## src/uer_pkg.sv

```systemverilog
`timescale 1ns / 1ps
// shared types, constants and arithmetic helpers for the echo ranger
package uer_pkg;

    localparam int TICK_W          = 16;
    localparam int DIST_W          = 10;
    localparam int STAT_W          = 2;
    localparam int IDX_W           = 2;
    localparam int KEY_W           = DIST_W + 1;
    localparam int CFG_ADDR_W      = 1;
    localparam int CFG_DATA_W      = DIST_W;

    localparam int TRIG_LOW_TICKS  = 2;
    localparam int TRIG_HIGH_TICKS = 10;
    localparam int MEDIAN_SAMPLES  = 3;

    localparam int RESET_MAX_CM    = 400;
    localparam int RANGE_DIV       = 343;
    localparam int LIM_WHOLE       = 58;
    localparam int LIM_FRAC_MUL    = 41478436;
    localparam int LIM_FRAC_SHIFT  = 27;
    localparam int LIM_FRAC_W      = DIST_W + 26;
    localparam int DIST_MUL        = 1124;
    localparam int DIST_SHIFT      = 16;
    localparam int DIST_PROD_W     = TICK_W + 11;
    localparam int NORESP_KEY      = 1024;

    localparam logic [CFG_ADDR_W-1:0] CFG_MAX_DIST = 1'b0;
    localparam logic [CFG_ADDR_W-1:0] CFG_MEDIAN   = 1'b1;

    localparam logic [STAT_W-1:0] ST_OK      = 2'd0;
    localparam logic [STAT_W-1:0] ST_TIMEOUT = 2'd1;
    localparam logic [STAT_W-1:0] ST_NORESP  = 2'd2;

    typedef enum logic [2:0] {
        PH_IDLE      = 3'd0,
        PH_TRIG_LOW  = 3'd1,
        PH_TRIG_HIGH = 3'd2,
        PH_WAIT      = 3'd3,
        PH_MEASURE   = 3'd4
    } t_phase;

    typedef struct packed {
        logic [DIST_W-1:0] max_cm;
        logic              median;
        logic [TICK_W-1:0] lim_floor;
        logic [TICK_W-1:0] lim_ceil;
    } t_cfg;

    typedef struct packed {
        logic              we;
        logic [IDX_W-1:0]  idx;
        logic [DIST_W-1:0] dist_cm;
        logic [STAT_W-1:0] stat;
    } t_smp_wr;

    typedef struct packed {
        logic              trig;
        logic              busy;
        logic              done;
        logic [DIST_W-1:0] dist_cm;
        logic [STAT_W-1:0] stat;
    } t_result;

    // floor(max*20000/343) as max*58 + floor(max*106/343), the latter by reciprocal
    function automatic logic [TICK_W-1:0] lim_floor(input logic [DIST_W-1:0] max_cm);
        logic [LIM_FRAC_W-1:0] frac;
        logic [TICK_W:0]       whole;
        frac  = LIM_FRAC_W'(max_cm) * LIM_FRAC_W'(LIM_FRAC_MUL);
        whole = (TICK_W+1)'(max_cm) * (TICK_W+1)'(LIM_WHOLE);
        return TICK_W'(whole + (TICK_W+1)'(frac >> LIM_FRAC_SHIFT));
    endfunction

    // 343 is coprime to 20000, so the limit is whole only for multiples of 343
    function automatic logic lim_exact(input logic [DIST_W-1:0] max_cm);
        return (max_cm == DIST_W'(0)) || (max_cm == DIST_W'(RANGE_DIV))
            || (max_cm == DIST_W'(2 * RANGE_DIV));
    endfunction

    function automatic logic [DIST_W-1:0] dist_of(input logic [TICK_W-1:0] us);
        logic [DIST_PROD_W-1:0] prod;
        prod = DIST_PROD_W'(us) * DIST_PROD_W'(DIST_MUL);
        return prod[DIST_SHIFT +: DIST_W];
    endfunction

endpackage

```

## src/uer_cfg.sv

```systemverilog
`timescale 1ns / 1ps
// configuration registers and precomputed echo limits
module uer_cfg (
    input  logic                             i_clk,
    input  logic                             i_rst_n,
    input  logic                             i_cfg_we,
    input  logic [uer_pkg::CFG_ADDR_W-1:0]   i_cfg_addr,
    input  logic [uer_pkg::CFG_DATA_W-1:0]   i_cfg_data,
    output uer_pkg::t_cfg                    o_cfg
);
    import uer_pkg::*;

    logic [DIST_W-1:0] r_max_cm;
    logic              r_median;
    logic [TICK_W-1:0] r_lim_floor;
    logic [TICK_W-1:0] r_lim_ceil;
    logic [TICK_W-1:0] n_lim_floor;
    logic [DIST_W-1:0] n_max_cm;

    assign n_max_cm    = DIST_W'(i_cfg_data);
    assign n_lim_floor = lim_floor(n_max_cm);

    always_ff @(posedge i_clk) begin
        if (!i_rst_n) begin
            r_max_cm    <= DIST_W'(RESET_MAX_CM);
            r_median    <= 1'b0;
            r_lim_floor <= lim_floor(DIST_W'(RESET_MAX_CM));
            r_lim_ceil  <= lim_floor(DIST_W'(RESET_MAX_CM))
                           + TICK_W'(!lim_exact(DIST_W'(RESET_MAX_CM)));
        end else if (i_cfg_we) begin
            case (i_cfg_addr)
                CFG_MAX_DIST: begin
                    r_max_cm    <= n_max_cm;
                    r_lim_floor <= n_lim_floor;
                    r_lim_ceil  <= n_lim_floor + TICK_W'(!lim_exact(n_max_cm));
                end
                CFG_MEDIAN: begin
                    r_median <= i_cfg_data[0];
                end
                default: begin
                end
            endcase
        end
    end

    assign o_cfg.max_cm    = r_max_cm;
    assign o_cfg.median    = r_median;
    assign o_cfg.lim_floor = r_lim_floor;
    assign o_cfg.lim_ceil  = r_lim_ceil;

endmodule

```

## src/uer_median.sv

```systemverilog
`timescale 1ns / 1ps
// sample store and middle-of-three selection
module uer_median (
    input  logic                        i_clk,
    input  uer_pkg::t_smp_wr            i_wr,
    output logic [uer_pkg::DIST_W-1:0]  o_sel_dist,
    output logic [uer_pkg::STAT_W-1:0]  o_sel_stat
);
    import uer_pkg::*;

    logic [DIST_W-1:0] r_dist [MEDIAN_SAMPLES];
    logic [STAT_W-1:0] r_stat [MEDIAN_SAMPLES];
    logic [DIST_W-1:0] cur_dist [MEDIAN_SAMPLES];
    logic [STAT_W-1:0] cur_stat [MEDIAN_SAMPLES];
    logic [KEY_W-1:0]  key [MEDIAN_SAMPLES];
    logic [IDX_W-1:0]  mid;

    always_ff @(posedge i_clk) begin
        if (i_wr.we) begin
            r_dist[i_wr.idx] <= i_wr.dist_cm;
            r_stat[i_wr.idx] <= i_wr.stat;
        end
    end

    // the sample on the write port counts as stored in its slot, also while the write enable is low
    always_comb begin
        for (int i = 0; i < MEDIAN_SAMPLES; i++) begin
            if (i_wr.idx == IDX_W'(i)) begin
                cur_dist[i] = i_wr.dist_cm;
                cur_stat[i] = i_wr.stat;
            end else begin
                cur_dist[i] = r_dist[i];
                cur_stat[i] = r_stat[i];
            end
            key[i] = (cur_stat[i] == ST_NORESP) ? KEY_W'(NORESP_KEY) : KEY_W'(cur_dist[i]);
        end
    end

    always_comb begin
        if (key[0] <= key[1] && key[0] <= key[2]) begin
            mid = (key[1] <= key[2]) ? IDX_W'(1) : IDX_W'(2);
        end else if (key[1] <= key[0] && key[1] <= key[2]) begin
            mid = (key[0] <= key[2]) ? IDX_W'(0) : IDX_W'(2);
        end else begin
            mid = (key[0] <= key[1]) ? IDX_W'(0) : IDX_W'(1);
        end
    end

    always_comb begin
        case (mid)
            IDX_W'(0): begin
                o_sel_dist = cur_dist[0];
                o_sel_stat = cur_stat[0];
            end
            IDX_W'(1): begin
                o_sel_dist = cur_dist[1];
                o_sel_stat = cur_stat[1];
            end
            default: begin
                o_sel_dist = cur_dist[2];
                o_sel_stat = cur_stat[2];
            end
        endcase
    end

endmodule

```

## src/uer_core.sv

```systemverilog
`timescale 1ns / 1ps
// trigger and echo timing sequencer, distance conversion
module uer_core (
    input  logic               i_clk,
    input  logic               i_rst_n,
    input  logic               i_step,
    input  logic               i_action,
    input  logic               i_echo,
    input  uer_pkg::t_cfg      i_cfg,
    output uer_pkg::t_result   o_res
);
    import uer_pkg::*;

    t_phase            r_phase;
    t_phase            n_phase;
    logic [TICK_W-1:0] r_tick;
    logic [TICK_W-1:0] n_tick;
    logic [IDX_W-1:0]  r_idx;
    logic [IDX_W-1:0]  n_idx;

    logic [TICK_W-1:0] tick_inc;
    logic [TICK_W-1:0] meas_us;
    logic [DIST_W-1:0] meas_dist;
    logic              finished;
    logic [DIST_W-1:0] m_dist;
    logic [STAT_W-1:0] m_stat;
    logic [IDX_W-1:0]  k;
    logic              last_smp;
    t_smp_wr           smp_wr;
    logic [DIST_W-1:0] sel_dist;
    logic [STAT_W-1:0] sel_stat;

    assign tick_inc  = r_tick + TICK_W'(1);
    assign meas_us   = i_echo ? tick_inc : r_tick;
    assign meas_dist = dist_of(meas_us);
    assign k         = (r_idx < IDX_W'(MEDIAN_SAMPLES)) ? r_idx : IDX_W'(0);
    assign last_smp  = (k == IDX_W'(MEDIAN_SAMPLES - 1));

    // next state
    always_comb begin
        n_phase  = r_phase;
        n_tick   = r_tick;
        n_idx    = r_idx;
        finished = 1'b0;
        m_dist   = '0;
        m_stat   = ST_OK;
        if (i_action) begin
            if (r_phase == PH_IDLE) begin
                n_phase = PH_TRIG_LOW;
                n_tick  = '0;
                n_idx   = '0;
            end
        end else begin
            case (r_phase)
                PH_IDLE: begin
                end
                PH_TRIG_LOW: begin
                    n_tick = tick_inc;
                    if (tick_inc >= TICK_W'(TRIG_LOW_TICKS)) begin
                        n_phase = PH_TRIG_HIGH;
                        n_tick  = '0;
                    end
                end
                PH_TRIG_HIGH: begin
                    n_tick = tick_inc;
                    if (tick_inc >= TICK_W'(TRIG_HIGH_TICKS)) begin
                        n_phase = PH_WAIT;
                        n_tick  = '0;
                    end
                end
                PH_WAIT: begin
                    if (i_echo) begin
                        n_phase = PH_MEASURE;
                        n_tick  = '0;
                    end else begin
                        n_tick = tick_inc;
                        if (tick_inc > i_cfg.lim_floor) begin
                            finished = 1'b1;
                            m_stat   = ST_NORESP;
                        end
                    end
                end
                PH_MEASURE: begin
                    if (!i_echo) begin
                        finished = 1'b1;
                        m_dist   = meas_dist;
                    end else begin
                        n_tick = tick_inc;
                        if (tick_inc >= i_cfg.lim_ceil) begin
                            finished = 1'b1;
                            if (tick_inc > i_cfg.lim_floor) begin
                                m_stat = ST_TIMEOUT;
                                m_dist = i_cfg.max_cm;
                            end else begin
                                m_dist = meas_dist;
                            end
                        end
                    end
                end
                default: begin
                    n_phase = PH_IDLE;
                end
            endcase
        end
        if (finished) begin
            n_tick = '0;
            if (!i_cfg.median || last_smp) begin
                n_idx   = '0;
                n_phase = PH_IDLE;
            end else begin
                n_idx   = k + IDX_W'(1);
                n_phase = PH_TRIG_LOW;
            end
        end
    end

    always_comb begin
        smp_wr.we      = i_step && finished && i_cfg.median;
        smp_wr.idx     = k;
        smp_wr.dist_cm = m_dist;
        smp_wr.stat    = m_stat;
    end

    uer_median u_median (
        .i_clk      (i_clk),
        .i_wr       (smp_wr),
        .o_sel_dist (sel_dist),
        .o_sel_stat (sel_stat)
    );

    // outputs
    always_comb begin
        o_res.trig    = (n_phase == PH_TRIG_HIGH);
        o_res.busy    = (n_phase != PH_IDLE);
        o_res.done    = 1'b0;
        o_res.dist_cm = '0;
        o_res.stat    = ST_OK;
        if (finished) begin
            if (!i_cfg.median) begin
                o_res.done    = 1'b1;
                o_res.dist_cm = m_dist;
                o_res.stat    = m_stat;
            end else if (last_smp) begin
                o_res.done    = 1'b1;
                o_res.dist_cm = sel_dist;
                o_res.stat    = sel_stat;
            end
        end
    end

    always_ff @(posedge i_clk) begin
        if (!i_rst_n) begin
            r_phase <= PH_IDLE;
            r_tick  <= '0;
            r_idx   <= '0;
        end else if (i_step) begin
            r_phase <= n_phase;
            r_tick  <= n_tick;
            r_idx   <= n_idx;
        end
    end

endmodule

```

## src/ultrasonic_echo_ranger.sv

```systemverilog
`timescale 1ns / 1ps
// echo ranger top level: input word register, sequencer, output word register
// an accepted word waits in the input register until it can step, then its result word loads into the output register
// throughput: one word per cycle while result words are taken; input ready falls only while a result word waits
// echo limits are precomputed when the range register is written
// reset (synchronous, active low): idle, range 400, single mode; sample store not reset
module ultrasonic_echo_ranger (
    input  logic                             i_clk,
    input  logic                             i_rst_n,
    input  logic                             s_axis_tvalid,
    output logic                             s_axis_tready,
    input  logic [7:0]                       s_axis_tdata,   // echo_level
    input  logic                             s_axis_tuser,   // action
    output logic                             m_axis_tvalid,
    input  logic                             m_axis_tready,
    output logic [15:0]                      m_axis_tdata,   // trig_level, busy_res, done_res,
                                                             // distance_cm, status, zero pad
    input  logic                             i_cfg_we,
    input  logic [uer_pkg::CFG_ADDR_W-1:0]   i_cfg_addr,
    input  logic [uer_pkg::CFG_DATA_W-1:0]   i_cfg_data
);
    import uer_pkg::*;

    logic    r_in_valid;
    logic    r_in_action;
    logic    r_in_echo;
    logic    r_out_valid;
    t_result r_out;
    logic    step;
    t_cfg    cfg;
    t_result res;

    assign step          = r_in_valid && (!r_out_valid || m_axis_tready);
    assign s_axis_tready = !r_in_valid || step;

    always_ff @(posedge i_clk) begin
        if (!i_rst_n) begin
            r_in_valid <= 1'b0;
        end else if (s_axis_tready) begin
            r_in_valid <= s_axis_tvalid;
        end
    end

    always_ff @(posedge i_clk) begin
        if (s_axis_tvalid && s_axis_tready) begin
            r_in_action <= s_axis_tuser;
            r_in_echo   <= s_axis_tdata[0];
        end
    end

    uer_cfg u_cfg (
        .i_clk      (i_clk),
        .i_rst_n    (i_rst_n),
        .i_cfg_we   (i_cfg_we),
        .i_cfg_addr (i_cfg_addr),
        .i_cfg_data (i_cfg_data),
        .o_cfg      (cfg)
    );

    uer_core u_core (
        .i_clk    (i_clk),
        .i_rst_n  (i_rst_n),
        .i_step   (step),
        .i_action (r_in_action),
        .i_echo   (r_in_echo),
        .i_cfg    (cfg),
        .o_res    (res)
    );

    always_ff @(posedge i_clk) begin
        if (!i_rst_n) begin
            r_out_valid <= 1'b0;
        end else if (step) begin
            r_out_valid <= 1'b1;
        end else if (m_axis_tready) begin
            r_out_valid <= 1'b0;
        end
    end

    always_ff @(posedge i_clk) begin
        if (step) begin
            r_out <= res;
        end
    end

    assign m_axis_tvalid = r_out_valid;
    assign m_axis_tdata  = {1'b0, r_out.stat, r_out.dist_cm, r_out.done, r_out.busy, r_out.trig};

    a_step_fills_out: assert property (@(posedge i_clk) disable iff (!i_rst_n)
        step |=> r_out_valid)
        else $error("processed word did not reach the output register");

    a_done_ends_busy: assert property (@(posedge i_clk) disable iff (!i_rst_n)
        (r_out_valid && r_out.done) |-> !r_out.busy)
        else $error("final result reported while still busy");

    a_trig_busy: assert property (@(posedge i_clk) disable iff (!i_rst_n)
        (r_out_valid && r_out.trig) |-> r_out.busy)
        else $error("trigger driven while idle");

    a_quiet_result: assert property (@(posedge i_clk) disable iff (!i_rst_n)
        (r_out_valid && !r_out.done) |-> (r_out.dist_cm == '0 && r_out.stat == ST_OK))
        else $error("result fields set without done");

endmodule

```

## config.mk

```make
export PLATFORM = sky130hd
export DESIGN_NAME = ultrasonic_echo_ranger
export DESIGN_NICKNAME = d
export VERILOG_FILES = /design/src/uer_pkg.sv /design/src/uer_cfg.sv /design/src/uer_median.sv /design/src/uer_core.sv /design/src/ultrasonic_echo_ranger.sv
export SDC_FILE = /design/constraint.sdc
export NUM_CORES = 1
export LEC_CHECK = 0
export ABC_CLOCK_PERIOD_IN_PS = 12900
export BUFFER_PORTS_ARGS = -buffer_cell sky130_fd_sc_hd__buf_2
export CAP_MARGIN = 20
export CORE_MARGIN = 5
export CORE_UTILIZATION = 46
export CTS_BUF_LIST = sky130_fd_sc_hd__clkbuf_8
export DETAILED_ROUTE_END_ITERATION = 16
export HOLD_SLACK_MARGIN = 0.05
export SKIP_LAST_GASP = 1
export SLEW_MARGIN = 20
export SYNTH_ARGS = -nofsm -noshare
export SYNTH_HDL_FRONTEND = slang
export SYNTH_SLANG_ARGS = --single-unit
export TNS_END_PERCENT = 20
```

## constraint.sdc

```tcl
create_clock -name i_clk -period 12.9 [get_ports i_clk]
set_input_delay 0 -clock i_clk [delete_from_list [all_inputs] [get_ports i_clk]]
set_output_delay 0 -clock i_clk [all_outputs]
set_load 0.02 [all_outputs]
```

After elaboration in Yosys (flattened, before gate mapping)
Memory sizes are Yosys's and may differ from the RTL's.
Index checks and enable logic that the tools add are counted.
{ "totals": {"ff_bits": 83, "out_inout_bits": 18, "word_cells": 139, "n_memories": 2, "ramBits": 36} }
{ "classes": {"n_addsub": 4, "muxes": 61, "n_reduce_logical": 29, "multipliers": 3, "n_bitwise": 1, "n_eq_ne": 14, "n_lt_le_gt_ge": 9} }
{ "memory_table": {"columns": ["memory", "depth", "word_bits", "rd", "rd_ports_with_merged_regs", "write_ports", "line", "text"], "rows": [
  ["u_core.u_median.r_dist", 3, 10, 3, 0, 1, "uer_median.sv:11", "logic [DIST_W-1:0] r_dist [MEDIAN_SAMPLES];"],
  ["u_core.u_median.r_stat", 3, 2, 3, 0, 1, "uer_median.sv:12", "logic [STAT_W-1:0] r_stat [MEDIAN_SAMPLES];"]
]} }
{ "op_table": {"columns": ["cell", "n"], "rows": [
  ["two-way mux 16 bit", 7],
  ["two-way mux 10 bit", 8],
  ["one-hot mux 16 bit (4 select lines)", 1],
  ["less-or-equal comparator 11 bit", 4],
  ["multiplier 10 x 24 -> 34 bit, second input constant", 1],
  ["two-way mux 2 bit", 17],
  ["two-way mux 11 bit", 3],
  ["two-way mux 13 bit", 2],
  ["multiplier 16 x 9 -> 24 bit, second input constant", 1],
  ["one-hot mux 10 bit (2 select lines)", 1],
  ["two-way mux 3 bit", 6],
  ["adder 16 x 1 -> 16 bit", 1],
  ["adder 16 x 1 -> 16 bit, second input constant", 1],
  ["adder 16 x 9 -> 16 bit", 1],
  ["greater-or-equal comparator 16 bit", 1],
  ["greater-or-equal comparator 16 x 2 -> 1 bit, second input constant", 1],
  ["greater-or-equal comparator 16 x 4 -> 1 bit, second input constant", 1],
  ["> comparator 16 bit", 1],
  ["multiplier 10 x 5 -> 15 bit, second input constant", 1],
  ["two-way mux 1 bit", 12],
  ["one-hot mux 3 bit (4 select lines)", 1],
  ["equality test 10 bit, second input constant", 1],
  ["equality test 10 x 9 -> 1 bit, second input constant", 1],
  ["zero test 10 bit", 1],
  ["22 further kinds", 46]
]} }

Logic depth before layout (Yosys ltp)
{ "logic_depth": {"depth_word": 18, "ltp_mapped": 36, "ltp_nobuf": 35} }

Hierarchy
From an unflattened synthesis, not the netlist that was laid out.
{ "unflattened": {"hier_cells": 1703, "hier_area_um2": 15412.3} }
{ "modules_own_cells": {"columns": ["mod", "seq_area_each_um2", "area_per_inst_um2", "instances", "cells_each"], "rows": [
  ["uer_cfg", 860.8, 6443.7, 1, 709],
  ["uer_core", 420.4, 5261.3, 1, 663],
  ["uer_median", 1081.0, 3081.7, 1, 303],
  ["ultrasonic_echo_ranger", 550.5, 625.6, 1, 28]
]} }

Least setup slack after synthesis
Ideal clock, no wire load.
{ "synth_timing": {"path_kind": "register to register", "startpoint": "register u_core.r_tick[0]", "endpoint": "register r_out, in the netlist m_axis_tdata[3], data pin", "path_slack_ps": 4363, "path_stages_with_launch": 35, "t_required_ps": 12637, "n_path_buf": 1, "arrival_time_ps": 8273, "cell_sequence": "dfxtp_1 ha_1 nand3_1 nor3_1 nand2_1 xor2_1 inv_1 ha_1 ha_1 fa_1 inv_1 fa_1 inv_1 ha_1 a21oi_1 o21ai_0 a2111oi_2 o31ai_4 a211oi_1 o21bai_1 xnor2_1 a211oi_2 mux2_2 nand2_1 ha_1 and4_1 a2111oi_0 a221oi_1 or3_1 a22oi_1 buf_2 nand2_1 o221a_2 o21ai_0 o21ai_0"} }
{ "synth_via": {"elab_chain_cells": 18, "elab_cells_between_ends": 51, "cone_classes": "add/sub (1); mul (1); order compare (6); eq/ne (4); mux (36); reduce/logical (3)"} }
{ "synth_lines": {"columns": ["element", "line", "text"], "rows": [
  ["from (decl)", "uer_core.sv:16", "logic [TICK_W-1:0] r_tick;"],
  ["from (signal assigned)", "uer_core.sv:158", "r_tick <= n_tick;"],
  ["adder 16 x 1 -> 16 bit", "uer_core.sv:33", "assign tick_inc = r_tick + TICK_W'(1);"],
  ["two-way mux 16 bit", "uer_core.sv:34", "assign meas_us = i_echo ? tick_inc : r_tick;"],
  ["multiplier 16 x 9 -> 24 bit", "uer_pkg.sv:82", "prod = DIST_PROD_W'(us) * DIST_PROD_W'(DIST_MUL);"],
  ["two-way mux 10 bit", "uer_core.sv:91", "if (tick_inc > i_cfg.lim_floor) begin"],
  ["two-way mux 10 bit", "uer_core.sv:89", "if (tick_inc >= i_cfg.lim_ceil) begin"],
  ["two-way mux 10 bit (*)", "uer_core.sv:84", "if (!i_echo) begin"],
  ["two-way mux 10 bit (*)", "uer_core.sv:54", "case (r_phase)"],
  ["two-way mux 10 bit (*)", "uer_core.sv:47", "if (i_action) begin"],
  ["net u_core.m_dist[9]", "uer_core.sv:25", "logic [DIST_W-1:0] m_dist;"],
  ["[... 2 more ...]", null, null],
  ["less-or-equal comparator 11 bit (on tied branches)", null, null],
  ["two-way mux 1 bit, or another cell as far along", "uer_median.sv:45", "mid = (key[0] <= key[1]) ? IDX_W'(0) : IDX_W'(1);"],
  ["two-way mux 2 bit", "uer_median.sv:42", "end else if (key[1] <= key[0] && key[1] <= key[2]) begin"],
  ["two-way mux 2 bit (*)", "uer_median.sv:40", "if (key[0] <= key[1] && key[0] <= key[2]) begin"],
  ["equality test 2 x 1 -> 1 bit / zero test 2 bit (equally long branches)", "uer_median.sv:50", "case (mid)"],
  ["one-hot mux 10 bit (2 select lines) (*)", "uer_median.sv:50", null],
  ["two-way mux 13 bit (*)", "uer_core.sv:143", "end else if (last_smp) begin"],
  ["two-way mux 13 bit (*)", "uer_core.sv:139", "if (!i_cfg.median) begin"],
  ["to (signal assigned)", "ultrasonic_echo_ranger.sv:82", "r_out <= res;"],
  ["to (decl)", "ultrasonic_echo_ranger.sv:28", "t_result r_out;"]
]} }
Mark *: on every way through the listed nets, which the timed path passes. The rest lies on a longest branch.
A chain may end at the register's enable or synchronous reset.

Worst setup path in the final report
{ "layout_timing": {"startpoint": "register u_core.r_tick[0]", "endpoint": "register r_out, in the netlist m_axis_tdata[4], data pin"} }
Same word-level chain as after synthesis.

==> flow_summary.toml <==
[run_status]
status = "finished, final reports clean"

[drt]
wl_mm = 37.3
via_per_inst = 5.49
antenna_left = 0
wl_per_cell_um = 17.2
route.detailed.drc = 0
wl_met2_mm = 17.4
dr_total_vias = 11908
drt_iter0_markers = 627
wl_met3_mm = 1.41
dr.max_layer_used = "met4"
wl_met1_mm = 17.6
first_pass_iters = 5

[logic_synthesis]
synthTopCellsByCount = "ha_1, inv_1, nand2_1"
ys_seq_area_frac = 0.195
synth-async-reset-ratio = 0
yosys_warnings = 0
synth_top_cell_area_share = 0.233
synth_nets = 2081
synth_most_common_cell = "ha_1"
synth_area_leaders = "ha_1, fa_1, edfxtp_1, dfxtp_1, inv_1"
synthesis.area_mm2 = 0.0150
synth-edff-count = 53
synth_ff_type = "dfxtp_1"
synthAdderAreaFrac = 0.349
synth_top_family_by_area = "adder cells"
syn_inst = 1691
syn_area_per_cell_um2 = 8.84
synth-compound-area-share = 0.168
synthMuxAreaShare = 0.0127
yosys.cell_types.count = 92
yosys.area_share.simple = 0.146
ys_seq_elements = 119
synth_xor_area_frac = 0.0503
synth_top_area_cell = "ha_1"

[worst_setup_path]
required_ps = 13090
crit_top_cell = "ha_1"
cp_slowest_cell = "dfxtp_1"
critical_path_class = "reg -> reg"
crit_path_max_fanout = 11
worst_setup_path_start_kind = "flip-flop"
max_stage_delay_ps = 640
cp.arrival_ps = 10460
critPathCaptureType = "flip-flop"

[timing]
worst_pin_slew_ps = 1060
fmaxAchievable_mhz = 97.4
slew_violations = 0
fin_crit_ps = 10270
layout_worst_path_cycle_share = 0.796
fin_tns_setup_ps = 0
hold_violations = 0
clock_skew_ps = 25.8
slew_headroom = 0.297
rsz0062_at_grt = "false"
setup_violations = 0

[global_routing]
grt_antenna_before_repair = 0
grt.overflow.total = 0
first_global_vias = 11953
grtUsageTotal = 0.208
grt_pass1_wl_mm = 60.9
grt_max_degree = 58

[floorplan]
die_x_um = 190
top_level_ports = 43
die_area_mm2 = 0.0362
start_util = 0.463
fp.coreArea_mm2 = 0.0323
die_y_um = 190
num_rows = 66

[power]
p_sw_frac = 0.465
p_per_area_mw_per_mm2 = 138
totalPowerFinal_mw = 2.22
power_frac_seq = 0.198
peakVddDrop_v = 0.000136
power_frac_comb = 0.637
p_sw_mw = 1.03
p_clk_frac = 0.164
cellLeakagePower_nw = 7.83
internal_power_mw = 1.19

[flow_run]
max_cap_violations = 0

[clocking]
clock_sinks = 119
root_buffer = "clkbuf_8"
clkTransAtPathRegs_ps = 80
cts_made_buffers = 17
cts_tree = "built"
clk_latency_ps = 460
h-tree-depth = 4
clk_path_buf_depth = 2

[layout]
fin_nets = 2104
diodes = 0
drive_above_1_share = 0.0724
fin_area_mm2 = 0.0161
syn_to_final_growth_pct = 7.50

[placement]
place_congestion = 0.891
place.detailed.hpwl_mm = 29.5
port_buffers = 34
dpl_cell_area_mm2 = 0.0155

[worst_hold_path]
hold_path.class = "in -> reg"
-- cell families (layout without fill, tap and decap cells) --
logic type,after synthesis,count (layout)
AO/OA/AOI/OAI,358,358
buffers and inverters,305,341
XOR/XNOR,81,81
AND/OR/NAND/NOR,443,443
other,1,1
adder cells (fa/ha/maj),366,366
flip-flops,119,119
multiplexers,18,18
-- repair_timing --
action | in CTS | in global routing
endpoints found under the hold margin | 12 | 0
buffers inserted | 0 | 0
hold buffers | 13 | 0
gates resized for setup | 0 | 0
-- state kept, by name (all words and copies together) (netlist names), 2 cells and up --
signal and flops:
m_axis_tdata 15, u_cfg.r_lim_ceil 16, u_cfg.r_lim_floor 16, u_cfg.r_max_cm 10, u_core.r_idx 2, u_core.r_phase 3, u_core.r_tick 16, u_core.u_median.r_dist 30
u_core.u_median.r_stat 6
-- worst max-delay path, delay by kind of cell (launching register included) --
kind | cells | cell delay (ps)
xor+xnor | 2 | 660
mux | 1 | 250
flops | 1 | 640
buf+inv | 3 | 310
fa+ha+maj | 7 | 2750
compound gates | 13 | 3680
simple gates | 7 | 1700
-- power groups by stage --
stage	clock network, mW	logic [mW]	registers [mW]
3_3_place_gp	0	1.39	0.447
4_1_cts	0.373	1.43	0.440
3_5_place_dp	0	1.41	0.449
2_1_floorplan	0	1.08	0.444
6_report	0.366	1.42	0.440
5_1_grt	0.388	1.61	0.444
-- metrics by stage --
stage | worst slack (ps) | utilization | instances | hold slack [ps]
final | 2630 | 0.498 | 2169 | 48.8
after global routing | 1860 | 0.498 | 2169 | 73.7
after CTS | 2690 | 0.498 | 2169 | 54.3
after detailed placement | 2740 | 0.481 | 2124 | 184
after global placement | 2720 | 0.481 | 2123 | 177
after floorplan | 4360 | - | 1691 | 98.9
-- placed cells by master (no fill, tap or decap), drive strengths merged, types with 9 or more instances in the layout --
cell         Yosys  final
o21ai           69     69
ha             279    279
clkbuf          37     17
a211oi          15     15
a22oi            9      9
o211ai          31     31
or3             10     10
mux2i           10     10
dlygate4sd3      0     13
inv            250    253
or2              9      9
dfxtp           66     66
a21oi           77     77
fa              86     86
buf             17     45
xnor2           51     51
nor3            38     38
nand4           24     24
o22ai           11     11
a21o            27     27
nand2b          15     15
a31oi            9      9
o21a            15     15
nor2            81     81
xor2            28     28
edfxtp          53     53
o221ai           9      9
a21boi          15     15
nand3           34     34
and3            20     20
a22o            14     14
nor2b           25     25
nand2          154    154
-- layout make-up --
cell class	instances	area [um2]
Clock buffer	17	234
Clock inverter	15	179
Fill cell	3068	16200
Inverter	251	942
Multi-Input combinational cell	1267	10900
Sequential cell	119	2910
Tap cell	442	553
Timing Repair Buffer	58	383
-- path summary, 6_finish.rpt --
| kind | from | to | slack (ps) | cells after the start |
|---|---|---|---|---|
| setup / recovery | u_core.r_tick[0] | m_axis_tdata[4] | 2630 | 33 |
| hold / removal | m_axis_tready | m_axis_tvalid | 50 | 3 |
| setup reg to reg | u_core.r_tick[0] | m_axis_tdata[4] | 2630 | 33 |
| hold reg to reg | u_cfg.r_lim_floor[5] | u_cfg.r_lim_floor[5] | 470 | 2 |
-- routing by layer --
metal,vias to the layer above,track usage
li1,5949,-
met1,5623,0.286
met2,274,0.350
met3,62,0.0229
met4,0,0.0588
met5,-,0
Power figures use the tool's default switching activity.
